===== src/hw/rtl/alir_pkg.sv =====
// Shared types and constants for the array list insert/remove unit.
package alir_pkg;

    localparam int CAPACITY    = 1024;
    localparam int ENTRY_WIDTH = 64;
    localparam int ADDR_W      = $clog2(CAPACITY);
    localparam int CNT_W       = $clog2(CAPACITY + 1);
    localparam int CMD_W       = 3;
    localparam int POS_W       = 11;
    localparam int DATA_W      = 64;
    localparam int QUEUE_DEPTH = 2;
    localparam int QPTR_W      = $clog2(QUEUE_DEPTH);
    localparam int QFILL_W     = $clog2(QUEUE_DEPTH + 1);

    typedef logic [ADDR_W-1:0]      addr_t;
    typedef logic [CNT_W-1:0]       cnt_t;
    typedef logic [ENTRY_WIDTH-1:0] entry_t;
    typedef logic [QPTR_W-1:0]      qptr_t;
    typedef logic [QFILL_W-1:0]     qfill_t;

    typedef enum logic [CMD_W-1:0] {
        CMD_INS_FRONT = 3'd0,
        CMD_INS_BACK  = 3'd1,
        CMD_INS_AT    = 3'd2,
        CMD_REM_FRONT = 3'd3,
        CMD_REM_BACK  = 3'd4,
        CMD_REM_AT    = 3'd5,
        CMD_READ_AT   = 3'd6
    } cmd_t;

    typedef enum logic [1:0] {
        ST_OK    = 2'd0,
        ST_FULL  = 2'd1,
        ST_EMPTY = 2'd2,
        ST_RANGE = 2'd3
    } status_t;

    typedef enum logic [1:0] {
        OP_NONE,
        OP_INSERT,
        OP_REMOVE,
        OP_READ
    } op_t;

    typedef enum logic [1:0] {
        BK_IDLE,
        BK_MOVE,
        BK_WRITE,
        BK_RESULT
    } back_state_t;

    typedef struct packed {
        logic [CMD_W-1:0]  cmd;
        logic [POS_W-1:0]  position;
        logic [DATA_W-1:0] entry_data;
    } in_t;

    typedef struct packed {
        logic [1:0]        status;
        logic [DATA_W-1:0] removed_data;
        logic [POS_W-1:0]  entry_count;
    } out_t;

    // A classified command as handed from the front end to the back end.
    typedef struct packed {
        op_t     op;
        status_t status;
        addr_t   at;
        addr_t   start;
        cnt_t    moves;
        cnt_t    new_count;
        entry_t  data;
    } qitem_t;

endpackage


===== src/hw/rtl/alir_queue.sv =====
// Short queue of classified commands between the front end and the back end.
module alir_queue (
    input  logic             aclk,
    input  logic             aresetn,
    input  logic             push_valid,
    output logic             push_ready,
    input  alir_pkg::qitem_t push_item,
    output logic             pop_valid,
    input  logic             pop_ready,
    output alir_pkg::qitem_t pop_item
);

    alir_pkg::qitem_t slot_reg [alir_pkg::QUEUE_DEPTH];
    alir_pkg::qptr_t  wr_ptr_reg;
    alir_pkg::qptr_t  wr_ptr_next;
    alir_pkg::qptr_t  rd_ptr_reg;
    alir_pkg::qptr_t  rd_ptr_next;
    alir_pkg::qfill_t fill_reg;
    alir_pkg::qfill_t fill_next;
    logic             do_push;
    logic             do_pop;

    always_comb begin
        push_ready  = (fill_reg != alir_pkg::qfill_t'(alir_pkg::QUEUE_DEPTH));
        pop_valid   = (fill_reg != '0);
        do_push     = push_valid && push_ready;
        do_pop      = pop_valid && pop_ready;
        wr_ptr_next = wr_ptr_reg;
        rd_ptr_next = rd_ptr_reg;
        fill_next   = fill_reg;
        if (do_push) begin
            wr_ptr_next = wr_ptr_reg + alir_pkg::qptr_t'(1);
        end
        if (do_pop) begin
            rd_ptr_next = rd_ptr_reg + alir_pkg::qptr_t'(1);
        end
        if (do_push && !do_pop) begin
            fill_next = fill_reg + alir_pkg::qfill_t'(1);
        end else if (do_pop && !do_push) begin
            fill_next = fill_reg - alir_pkg::qfill_t'(1);
        end
    end

    always_ff @(posedge aclk) begin
        if (do_push) begin
            slot_reg[wr_ptr_reg] <= push_item;
        end
    end

    always_ff @(posedge aclk) begin
        if (!aresetn) begin
            wr_ptr_reg <= '0;
            rd_ptr_reg <= '0;
            fill_reg   <= '0;
        end else begin
            wr_ptr_reg <= wr_ptr_next;
            rd_ptr_reg <= rd_ptr_next;
            fill_reg   <= fill_next;
        end
    end

    assign pop_item = slot_reg[rd_ptr_reg];

endmodule


===== config.mk =====
export PLATFORM = sky130hd
export DESIGN_NAME = alir_queue
export DESIGN_NICKNAME = d
export VERILOG_FILES = /design/src/hw/rtl/alir_pkg.sv /design/src/hw/rtl/alir_queue.sv
export SDC_FILE = /design/constraint.sdc
export NUM_CORES = 1
export LEC_CHECK = 0
export BUFFER_PORTS_ARGS = -buffer_cell sky130_fd_sc_hd__buf_2
export CAP_MARGIN = 20
export CORE_MARGIN = 10
export CORE_UTILIZATION = 58
export CTS_BUF_LIST = sky130_fd_sc_hd__clkbuf_2
export CTS_CLUSTER_SIZE = 40
export DETAILED_ROUTE_END_ITERATION = 7
export HOLD_SLACK_MARGIN = 0.03
export PLACE_DENSITY = 0.87
export SLEW_MARGIN = 20
export SYNTH_ARGS = -nofsm -noshare
export SYNTH_HDL_FRONTEND = slang
export SYNTH_SLANG_ARGS = --single-unit

===== constraint.sdc =====
create_clock -name aclk -period 6.3 [get_ports aclk]
set_input_delay 0.945 -clock aclk [delete_from_list [all_inputs] [get_ports aclk]]
set_output_delay 0.945 -clock aclk [all_outputs]
set_load 0.05 [all_outputs]

After elaboration in Yosys (flattened, before gate mapping) --
Memories as Yosys holds them, arrays and structs flattened. A register that Yosys moved wholly into a read port is not among the register bits. Index checks and enable logic that the tools add are counted.
Storage, ports and cells: register bits 4, bits in writable memories 220, input port bits 114, output and inout bits 112, word-level logic and storage cells 23, memories kept 1
Cells by class: add/subtract/negate cells 4, eq/ne operators 1, muxes and demuxes 6, reductions and logical operators 8
Memory list:
- slot_reg | words 2, bits a word 110, read ports 1, clocked after Yosys merged registers in 1, write ports 1, line alir_queue.sv:13 | alir_pkg::qitem_t slot_reg [alir_pkg::QUEUE_DEPTH];
Operators with widths (count):
- logical AND 1 bit | 4
- two-way mux 1 bit | 4
- two-way mux 2 bit | 2
- nonzero test 2 bit | 2
- adder 1 bit (second input constant) | 2
- adder 2 x 1 -> 2 bit (second input constant) | 1
- zero test 1 bit | 2
- != test 2 bit (second input constant) | 1
- subtractor 2 x 1 -> 2 bit (second input constant) | 1

Logic depth before layout (Yosys ltp) --
depth in word-level cells 6, gate-level depth with buffers 6, depth with buffers taken out 6

Worst setup path before layout --
OpenSTA, ideal clock, no wires.
kind input port to flip-flop, start point input port push_valid, end point memory slot_reg[1][0] in the netlist's numbering, enable pin, library setup time 482 ps, data arrival time 3536 ps, required time 5818 ps, slack 2282 ps, stages on the path 1, buffers on the path 0, cell sequence and3_1
On the way: cells in the longest elaborated chain, start to end 3
RTL lines:
- from (decl) | line alir_queue.sv:5 | input logic push_valid,
- logical AND 1 bit | line alir_queue.sv:26 | do_push = push_valid && push_ready;
- two-way mux 1 bit | line alir_queue.sv:45 | if (do_push) begin
- two-way mux 1 bit (implied by the code) | line alir_queue.sv:46 | slot_reg[wr_ptr_reg] <= push_item;
- to (decl) | line alir_queue.sv:13
No other way between the ends.

==> run metrics <==
Crit. End Element=output port; Final Max Tran Viols=0; Clk Latency, worst-skew pair=0.77 ns; Final Critical Period=3.94 ns; Hold WS=0.355 ns; top cell type's share of synthesized area=80.4%; Die X=139 um; Via-to-Cell Ratio=5.14; final std cells w/o fill=857; Primary FF master, synth=edfxtp_1; Worst VDD drop=0.298 mV; Worst slew margin=40.2%; Hold Crit Class=in -> reg; detailed-route via count=4404; Area Growth Syn to Fin=21.2%; sequential fraction of design power=43.8%; Yosys warnings=0; CTS Buffer Depth=3; Max-Cap Viols=0; Starting Density=59.2%; layout cells sized above 1=62.9%; Fin. Hold Viols=0; Core Util, Final=71.7%; grt total ovfl=0; Commonest cells post-synth=220 x edfxtp_1, 110 x mux2_2, 10 x buf_6; Nets=751; postcts setup bufs=0; switching power=1.78 mW; startpoint types=flip-flop; Syn Area/Cell=22.4 um^2; max frequency=0.254 GHz; Static Leak=3.83 nW; antenna cells=0; Filler Cells Inserted=893; Root Buffer=clkbuf_2; top post-synthesis cells by area=edfxtp_1 80%, mux2_2 15%, buf_6 1.4%, dfxtp_1 1.2%, and2_1 0.30%; Cell Int Power=2.68 mW; dpl ws=3.13 ns; number of remaining DRC errors=0; antenna violations before repair=2; I/O pin cnt=226; Worst EP required=5.35 ns; clock power share=19.9%; Num CTS Buffers=52; synthesized flop and latch total=225; Final setup viols=0; Die Span Y=139 um; area leader, netlist=edfxtp_1; status=finished, final reports clean; DR iter-0 viols=243; first-pass GRT wire length=26.2 mm; vias in the first global route=4918; htree depth=2; Worst Path Max Fanout=68; clock transition at the registers of the reported paths=0.11 ns; count leader, synth=edfxtp_1; RD Place Congestion=0.752; Synth Instances=366; die area=0.0193 mm^2; drt pass-1 iters=4; placed inst area=0.00947 mm^2; combinational share of power=36.3%; Clock Sinks=225; count of cell types in the netlist=21; RSZ-0062 raised after global routing=false; Design Area, Final=0.00996 mm^2; largest net degree at the start of global routing=69; fin crit share=62.5%; Slew @ Worst Pin=0.898 ns; average wire per standard cell=19.9 um; CTS tree=done; port buffer count=225; power per cell area=448 mW/mm^2; Antenna Nets Post-Route=0; asr flop ratio synth=0%; syn nets=481; num rows=43; Total Power Consumption=4.46 mW; Cells after DPL=762; Total GRT Usage=17.2%; CTS Hold Bufs=0; WL final=17.1 mm; worst setup margin=2.36 ns; register area share after synthesis=81.7%; core area=0.0139 mm^2; TNS Setup=0 ns; Post-CTS Resized=0; critical path class=reg -> out; EDFF count, synth=220; Net Sw Frac=39.9%; Post-Synthesis Cell Area=0.00821 mm^2; Crit path arrival time=2.99 ns; hpwl dp=12.0 mm; Largest register FFs=220; clock skew=0.0370 ns
-- cells by family (layout without fill, tap and decap cells) --
| kind of cell | after synthesis | in the layout | share of synthesized area, % |
|---|---|---|---|
| multiplexers | 110 | 110 | 15.1 |
| adder cells (fa/ha/maj) | 1 | 1 | 0.152 |
| AND/OR/NAND/NOR | 9 | 9 | 0.792 |
| flip-flops | 225 | 225 | 81.7 |
| XOR/XNOR | 3 | 3 | 0.320 |
| AO/OA/AOI/OAI | 5 | 5 | 0.427 |
| buffers and inverters | 13 | 324 | 1.57 |
-- power by group through the flow --
stage	clock [mW]	combinational, mW	sequential, mW
detailed placement	0	1.63	1.99
floorplan	0	1.35	1.95
CTS	0.927	1.64	1.96
global placement	0	1.61	1.98
finish	0.889	1.62	1.96
global route	1.01	1.69	1.98
-- routing by layer --
layer / routed length (um) / global-route usage (%)
met4: 261 / 5.82
met5: 23 / 0
met1: 6410 / 18.9
met2: 8920 / 29.1
met3: 1440 / 7.57
-- critical path, stage by stage (launching register included) --
cell and delay (ns):
dfxtp_4 0.73, buf_4 0.75, mux2_2 0.44, buf_2 0.22
-- cells in the final DEF, fill, tap and decap left out --
cell type	Yosys	layout
buf_2	1	225
o21ai_1	1	1
edfxtp_1	220	220
clkinv_1	0	13
mux2_2	110	110
dfxtp_1	5	4
or2_2	1	1
buf_4	1	3
clkinv_2	0	2
xor2_1	1	1
bufinv_16	0	1
dfxtp_4	0	1
and3_4	0	1
a21boi_1	1	1
nand3b_1	1	1
nand2b_4	1	1
clkbuf_2	0	79
and2_1	4	4
xnor2_1	2	2
ha_1	1	1
o21ai_0	1	1
or3_1	1	1
a21boi_0	1	1
a21bo_2	1	1
inv_4	0	1
-- worst paths after layout --
kind                      start              end  slack, ns  depth (start not counted)
setup / recovery      flip-flop     pop_item[44]       2.36                          3
hold / removal    push_item[56]  slot_reg[0][56]       0.36                          1
setup reg to reg    fill_reg[0]  slot_reg[1][80]       3.83                          3
hold reg to reg      rd_ptr_reg        flip-flop       0.59                          2
-- area by class of cell --
cell class	instances	area [um^2]	area share, %
well taps	180	225	2.26
flip-flops and latches	225	6710	67.4
inverters	1	6.26	0.0628
multi-input cells	128	1380	13.9
repair buffers	228	1150	11.5
clock inverters	16	88.8	0.892
clock buffers	79	395	3.97
No activity file was read; power rests on OpenSTA's default activity.
