<file path="src/hw/rtl/alir_pkg.sv">
// Shared types and constants for the array list insert/remove unit.
package alir_pkg;

    localparam int CAPACITY    = 1024;
    localparam int ENTRY_WIDTH = 64;
    localparam int ADDR_W      = $clog2(CAPACITY);
    localparam int CNT_W       = $clog2(CAPACITY + 1);
    localparam int CMD_W       = 3;
    localparam int POS_W       = 11;
    localparam int DATA_W      = 64;
    localparam int QUEUE_DEPTH = 2;
    localparam int QPTR_W      = $clog2(QUEUE_DEPTH);
    localparam int QFILL_W     = $clog2(QUEUE_DEPTH + 1);

    typedef logic [ADDR_W-1:0]      addr_t;
    typedef logic [CNT_W-1:0]       cnt_t;
    typedef logic [ENTRY_WIDTH-1:0] entry_t;
    typedef logic [QPTR_W-1:0]      qptr_t;
    typedef logic [QFILL_W-1:0]     qfill_t;

    typedef enum logic [CMD_W-1:0] {
        CMD_INS_FRONT = 3'd0,
        CMD_INS_BACK  = 3'd1,
        CMD_INS_AT    = 3'd2,
        CMD_REM_FRONT = 3'd3,
        CMD_REM_BACK  = 3'd4,
        CMD_REM_AT    = 3'd5,
        CMD_READ_AT   = 3'd6
    } cmd_t;

    typedef enum logic [1:0] {
        ST_OK    = 2'd0,
        ST_FULL  = 2'd1,
        ST_EMPTY = 2'd2,
        ST_RANGE = 2'd3
    } status_t;

    typedef enum logic [1:0] {
        OP_NONE,
        OP_INSERT,
        OP_REMOVE,
        OP_READ
    } op_t;

    typedef enum logic [1:0] {
        BK_IDLE,
        BK_MOVE,
        BK_WRITE,
        BK_RESULT
    } back_state_t;

    typedef struct packed {
        logic [CMD_W-1:0]  cmd;
        logic [POS_W-1:0]  position;
        logic [DATA_W-1:0] entry_data;
    } in_t;

    typedef struct packed {
        logic [1:0]        status;
        logic [DATA_W-1:0] removed_data;
        logic [POS_W-1:0]  entry_count;
    } out_t;

    // A classified command as handed from the front end to the back end.
    typedef struct packed {
        op_t     op;
        status_t status;
        addr_t   at;
        addr_t   start;
        cnt_t    moves;
        cnt_t    new_count;
        entry_t  data;
    } qitem_t;

endpackage

</file>
<file path="src/hw/rtl/alir_front.sv">
// Front end: accepts commands, checks them against the tracked count and classifies them.
module alir_front (
    input  logic              aclk,
    input  logic              aresetn,
    input  logic              s_valid,
    output logic              s_ready,
    input  alir_pkg::in_t     s_data,
    output logic              push_valid,
    input  logic              push_ready,
    output alir_pkg::qitem_t  push_item
);

    alir_pkg::cnt_t   count_reg;
    alir_pkg::cnt_t   count_next;
    alir_pkg::cnt_t   at_w;
    alir_pkg::qitem_t item;
    logic             is_ins;
    logic             is_rem;
    logic             is_read;

    always_comb begin
        is_ins  = 1'b0;
        is_rem  = 1'b0;
        is_read = 1'b0;
        at_w    = alir_pkg::cnt_t'(s_data.position);
        case (s_data.cmd)
            alir_pkg::CMD_INS_FRONT: begin
                is_ins = 1'b1;
                at_w   = '0;
            end
            alir_pkg::CMD_INS_BACK: begin
                is_ins = 1'b1;
                at_w   = count_reg;
            end
            alir_pkg::CMD_INS_AT: begin
                is_ins = 1'b1;
            end
            alir_pkg::CMD_REM_FRONT: begin
                is_rem = 1'b1;
                at_w   = '0;
            end
            alir_pkg::CMD_REM_BACK: begin
                is_rem = 1'b1;
                at_w   = count_reg - alir_pkg::cnt_t'(1);
            end
            alir_pkg::CMD_REM_AT: begin
                is_rem = 1'b1;
            end
            alir_pkg::CMD_READ_AT: begin
                is_read = 1'b1;
            end
            default: begin
                at_w = '0;
            end
        endcase

        item.op        = alir_pkg::OP_NONE;
        item.status    = alir_pkg::ST_OK;
        item.at        = at_w[alir_pkg::ADDR_W-1:0];
        item.start     = at_w[alir_pkg::ADDR_W-1:0];
        item.moves     = '0;
        item.new_count = count_reg;
        item.data      = s_data.entry_data[alir_pkg::ENTRY_WIDTH-1:0];

        if (is_ins) begin
            if (count_reg == alir_pkg::cnt_t'(alir_pkg::CAPACITY)) begin
                item.status = alir_pkg::ST_FULL;
            end else if (at_w > count_reg) begin
                item.status = alir_pkg::ST_RANGE;
            end else begin
                // Entries from the top down to the gap move up one place.
                item.op        = alir_pkg::OP_INSERT;
                item.start     = alir_pkg::addr_t'(count_reg - alir_pkg::cnt_t'(1));
                item.moves     = count_reg - at_w;
                item.new_count = count_reg + alir_pkg::cnt_t'(1);
            end
        end else if (is_rem || is_read) begin
            if (count_reg == '0) begin
                item.status = alir_pkg::ST_EMPTY;
            end else if (at_w >= count_reg) begin
                item.status = alir_pkg::ST_RANGE;
            end else if (is_read) begin
                item.op    = alir_pkg::OP_READ;
                item.moves = alir_pkg::cnt_t'(1);
            end else begin
                item.op        = alir_pkg::OP_REMOVE;
                item.moves     = count_reg - at_w;
                item.new_count = count_reg - alir_pkg::cnt_t'(1);
            end
        end

        count_next = count_reg;
        if (s_valid && push_ready) begin
            count_next = item.new_count;
        end
    end

    always_ff @(posedge aclk) begin
        if (!aresetn) begin
            count_reg <= '0;
        end else begin
            count_reg <= count_next;
        end
    end

    assign s_ready    = push_ready;
    assign push_valid = s_valid;
    assign push_item  = item;

endmodule

</file>
<file path="config.mk">
export PLATFORM = sky130hd
export DESIGN_NAME = alir_front
export DESIGN_NICKNAME = d
export VERILOG_FILES = /design/src/hw/rtl/alir_pkg.sv /design/src/hw/rtl/alir_front.sv
export SDC_FILE = /design/constraint.sdc
export NUM_CORES = 1
export LEC_CHECK = 0
export BUFFER_PORTS_ARGS = -buffer_cell sky130_fd_sc_hd__buf_4
export CELL_PAD_IN_SITES_DETAIL_PLACEMENT = 1
export CELL_PAD_IN_SITES_GLOBAL_PLACEMENT = 1
export CORE_MARGIN = 2
export CORE_UTILIZATION = 31
export DETAILED_ROUTE_END_ITERATION = 10
export GPL_TIMING_DRIVEN = 0
export PLACE_DENSITY = 0.95
export SLEW_MARGIN = 20
export SYNTH_ARGS = -nofsm -noshare
export SYNTH_HDL_FRONTEND = slang
export SYNTH_SLANG_ARGS = --single-unit
</file>
<file path="constraint.sdc">
create_clock -name aclk -period 14.9 [get_ports aclk]
set_clock_uncertainty 0.15 [all_clocks]
set_input_delay 2.235 -clock aclk [delete_from_list [all_inputs] [get_ports aclk]]
set_output_delay 2.235 -clock aclk [all_outputs]
set_load 0.1 [all_outputs]
</file>
# --- Word-level counts from Yosys, hierarchy flattened ---
# Index checks and enable logic that the tools add are counted.
# W data, S select, Z words.
totals:
  register_bits: 11
  out_inout_bits: 112
  elab_cells: 44
classes:
  n_addsub: 3
  n_lt_le_gt_ge: 2
  eq_ne: 7
  muxes: 24
  n_reduce_logical: 7
ops:
  columns: ["op", "count"]
  rows:
  - ["$mux W22", 4]
  - ["$mux W32", 2]
  - ["$pmux W11 S3", 1]
  - ["$mux W11", 2]
  - ["$mux W2", 7]
  - ["$add A11 B1 Y11 const B", 1]
  - ["$eq A11 B11 Y1 const B", 1]
  - ["$ge A11 B11 Y1", 1]
  - ["$gt A11 B11 Y1", 1]
  - ["$logic_not A11 Y1", 1]
  - ["$sub A11 B1 Y11 const B", 1]
  - ["$sub A11 B11 Y11", 1]
  - ["$mux W10", 1]
  - ["$eq A3 B3 Y1 const B", 3]
  - ["$reduce_or A3 Y1", 3]
  - ["$mux W4", 2]
  - ["$eq A3 B2 Y1 const B", 2]
  - ["$mux W1", 5]
  - ["$eq A3 B1 Y1 const B", 1]
  - ["$logic_not A3 Y1", 1]
  - ["$logic_and A1 B1 Y1", 1]
  - ["$logic_or A1 B1 Y1", 1]

# --- Longest topological paths before layout ---
logic_depth:
  word_depth: 9
  ltp_mapped: 19
  mapped_depth_nobuf: 15

# --- Worst setup path after synthesis ---
# Ideal clock, no wire load.
synth_path:
  path_kind: "input-to-output"
  from: "input port s_data[75] in the netlist's numbering"
  to: "output port push_item[73] in the netlist's numbering"
  t_arrival_ns: 9.124
  required_ns: 12.515
  slack_ns: 3.391
  stages: 15
  path_buffers: 3
  cell_sequence: "clkbuf_1 clkbuf_1 nand2_1 o21ai_0 a22oi_1 o21ai_0 inv_1 ha_1 a21oi_1 a211oi_2 a2111oi_4 buf_6 nor2_1 xnor2_1 o21ai_0"
synth_lines:
  columns: ["element", "line", "source"]
  rows:
  - ["from (decl)", "alir_front.sv:7", "input alir_pkg::in_t s_data,"]
  - ["to (decl)", "alir_front.sv:10", "output alir_pkg::qitem_t push_item"]

==> run metrics <==
status=finished clean; leading cell type in the layout, fill and taps excluded=sky130_fd_sc_hd__buf_4; instance count of the mapped netlist=433; post-cts resize count=0; cell at the root of the clock tree=sky130_fd_sc_hd__clkbuf_8; H-tree depth=1; Floorplan Core Area=9328 um2; Slew @ Worst Pin=0.9026 ns; count of hold buffers inserted by post-cts repair=0; share of synthesized flip-flops with an asynchronous set or reset=0; Multi-input gate area=2081 um2; commonest non-fill, non-tap cells in the layout=sky130_fd_sc_hd__buf_4 (195), sky130_fd_sc_hd__a21oi_1 (41), sky130_fd_sc_hd__nor2_1 (40); Post-DRT Antenna Nets=0; Total GRT Usage=0.2219; fin crit period=8.855 ns; TritonCTS clock tree=done; path type of the worst min-delay path=reg -> reg; number of top-level pins=194; per-cell via count in the routed design=5.419; number of antenna violations at the first check in global routing=0; number of fill cells=1221; first-pass GRT wire length=18.42 mm; insertion delay to the later sink of the worst-skew pair=0.24 ns; detail-routed net length per standard cell=17.89 um; final hold violation count=0; unique cell type count in the Yosys netlist=69; relative slew slack=0.3927; number of global-route vias before repair=3629; total power per unit cell area=62.63 nW/um2; Max FO, Critical Path=10; number of buffers inserted by post-CTS setup repair=0; max reg flops=11; routability congestion estimate from global placement=0.9748; required time worst endpoint=12.52 ns; Worst Setup Start Kind=input port; Fmax achieved=112.9 MHz; #FFs+latches synth=11; violation count after the first detailed-routing iteration=233; First-pass DRT Iterations=4; sequential-to-total area share from yosys stat=0.07339; number of I/O port buffers=128; YS warnings=0; layout cell share with drive strength beyond 1=0.4053; unrepaired setup endpoints after global routing=false; net count after synthesis=531; Initial Util=0.3217; overall overflow remaining after global route=0; class of the most critical setup path=in -> out; Placed Cells=690; count of inserted antenna diode cells=0; die boundary width=102.4 um; CTS Buffer Depth=2; Leak=0.001995 uW; die height=102.4 um; share of the cycle needed by the critical path after routing=0.5943; largest cells by area after synthesis=sky130_fd_sc_hd__buf_4 (17%), sky130_fd_sc_hd__dfxtp_1 (7.3%), sky130_fd_sc_hd__a21oi_1 (6.8%); Post-Synthesis Cell Area=3000 um2; number of buffers created by CTS=3; DR vias=3761; Worst EP arrival=6.47 ns; CP endpoint kind=output pin; Total Wirelength=12.42 mm; largest area contributor in the synthesized netlist=sky130_fd_sc_hd__buf_4; count of flip-flops with a built-in enable after synthesis=0; final routed DRC violation total=0; # nets final=664; clock transition at the register clock pins on the worst setup and hold paths after CTS=0.06 ns; maximum number of pins on one net before global-route repair=11; Max Cap Violations=0; total area of sequential cells=220.2 um2; TritonCTS sink count=11; Layout area overhead=38.91%; sum of negative setup slack=0 ns; area of the die=10480 um2; share of Yosys cell area claimed by the top area cell type=0.1676; largest vdd supply drop=0.03601 mV; number of rows created at floorplan=35; setup violators final=0; placed wire-length estimate after detailed placement=10.33 mm; mean area per synthesized cell=6.929 um2; final count of pins violating max slew=0; leading register cell type out of synthesis=sky130_fd_sc_hd__dfxtp_1; Final Non-Filler Cells=694
-- through the flow --
step                total power, uW  hold slack (ns)  setup slack (ns)    util  cell area, um2
floorplan                     191.0           0.4768             3.391       -            3000
global placement              227.1           0.5658             6.327  0.4420            4123
CTS                           260.9           0.5855             6.155  0.4468            4168
detailed placement            229.8           0.5802             6.171  0.4420            4123
finish                        261.0           0.5936             6.045  0.4468            4168
global route                  269.9           0.6196             5.844  0.4468            4168
-- where the power goes --
group	internal (uW)	total (uW)	leakage (uW)	switching [uW]
logic	48.6	200	0.00188	151
clock network	18.9	31.5	0.0000228	12.6
registers	29.5	29.5	0.0000886	0.0683
total	97.0	261	0.00199	164
-- worst max-delay path: stages --
cell                       delay, ns
sky130_fd_sc_hd__clkbuf_1       0.29
sky130_fd_sc_hd__clkbuf_1       0.46
sky130_fd_sc_hd__nor2_1         0.16
sky130_fd_sc_hd__clkbuf_1       0.28
sky130_fd_sc_hd__a32o_1         0.27
sky130_fd_sc_hd__a21oi_1        0.32
sky130_fd_sc_hd__ha_1           0.30
sky130_fd_sc_hd__nand4_1        0.24
sky130_fd_sc_hd__o32ai_2        0.63
sky130_fd_sc_hd__nand2b_1       0.18
sky130_fd_sc_hd__buf_2          0.24
sky130_fd_sc_hd__a21oi_1        0.25
sky130_fd_sc_hd__nand2_1        0.15
sky130_fd_sc_hd__xnor2_1        0.12
sky130_fd_sc_hd__buf_4          0.31
-- layer usage --
| layer | track usage | wire length [um] |
|---|---|---|
| met1 | 0.2764 | 4975 |
| met2 | 0.3973 | 6181 |
| met3 | 0.02941 | 954 |
| met4 | 0.06564 | 304 |
| met5 | 0 | 0 |
-- synthesized netlist by cell type, drive strengths merged, types with 3 or more instances --
library cell	count
buf	76
a21oi	41
nor2	40
nand2	38
o21ai	26
inv	20
clkbuf	17
ha	15
xnor2	14
dfxtp	11
nor3	10
nand4	8
a21o	7
nand3	7
xor2	7
mux2i	6
nand2b	6
a22o	5
a22oi	5
nor4	5
o211ai	5
o22ai	5
nor2b	4
or4	4
a211oi	3
a32o	3
and2	3
nor3b	3
o32ai	3
-- logic make-up (layout without fill, tap and decap cells) --
logic type / Yosys count / after routing / share of synthesized area
AOI/OAI and AO/OA: 126 / 126 / 0.2994
adders and majority gates: 17 / 17 / 0.07298
xor gates and xnor gates: 21 / 21 / 0.06130
DFF: 11 / 11 / 0.07339
buffers and inverters: 113 / 245 / 0.2331
and+or+nand+nor: 137 / 137 / 0.2323
muxes: 8 / 8 / 0.02752
-- final cells by class --
| type | instances | share of cell area |
|---|---|---|
| inverter | 20 | 0.01801 |
| clock buffer | 4 | 0.01081 |
| tap | 129 | 0.03873 |
| buffer | 93 | 0.1498 |
| timing repair buffer | 128 | 0.2306 |
| sequential | 11 | 0.05284 |
| multi-input combinational | 309 | 0.4993 |
-- path summary, 6_finish.rpt --
check        slack, ns                        end                       from  cells after the start
max               6.05              push_item[68]                 s_data[75]                     15
min reg2reg       0.59  count_reg[6]$_SDFFE_PN0P_  count_reg[6]$_SDFFE_PN0P_                      3
max reg2reg       9.44  count_reg[4]$_SDFFE_PN0P_  count_reg[0]$_SDFFE_PN0P_                     18
min               0.59  count_reg[6]$_SDFFE_PN0P_  count_reg[6]$_SDFFE_PN0P_                      3
Note: power is estimated with default switching activity, not from simulation.
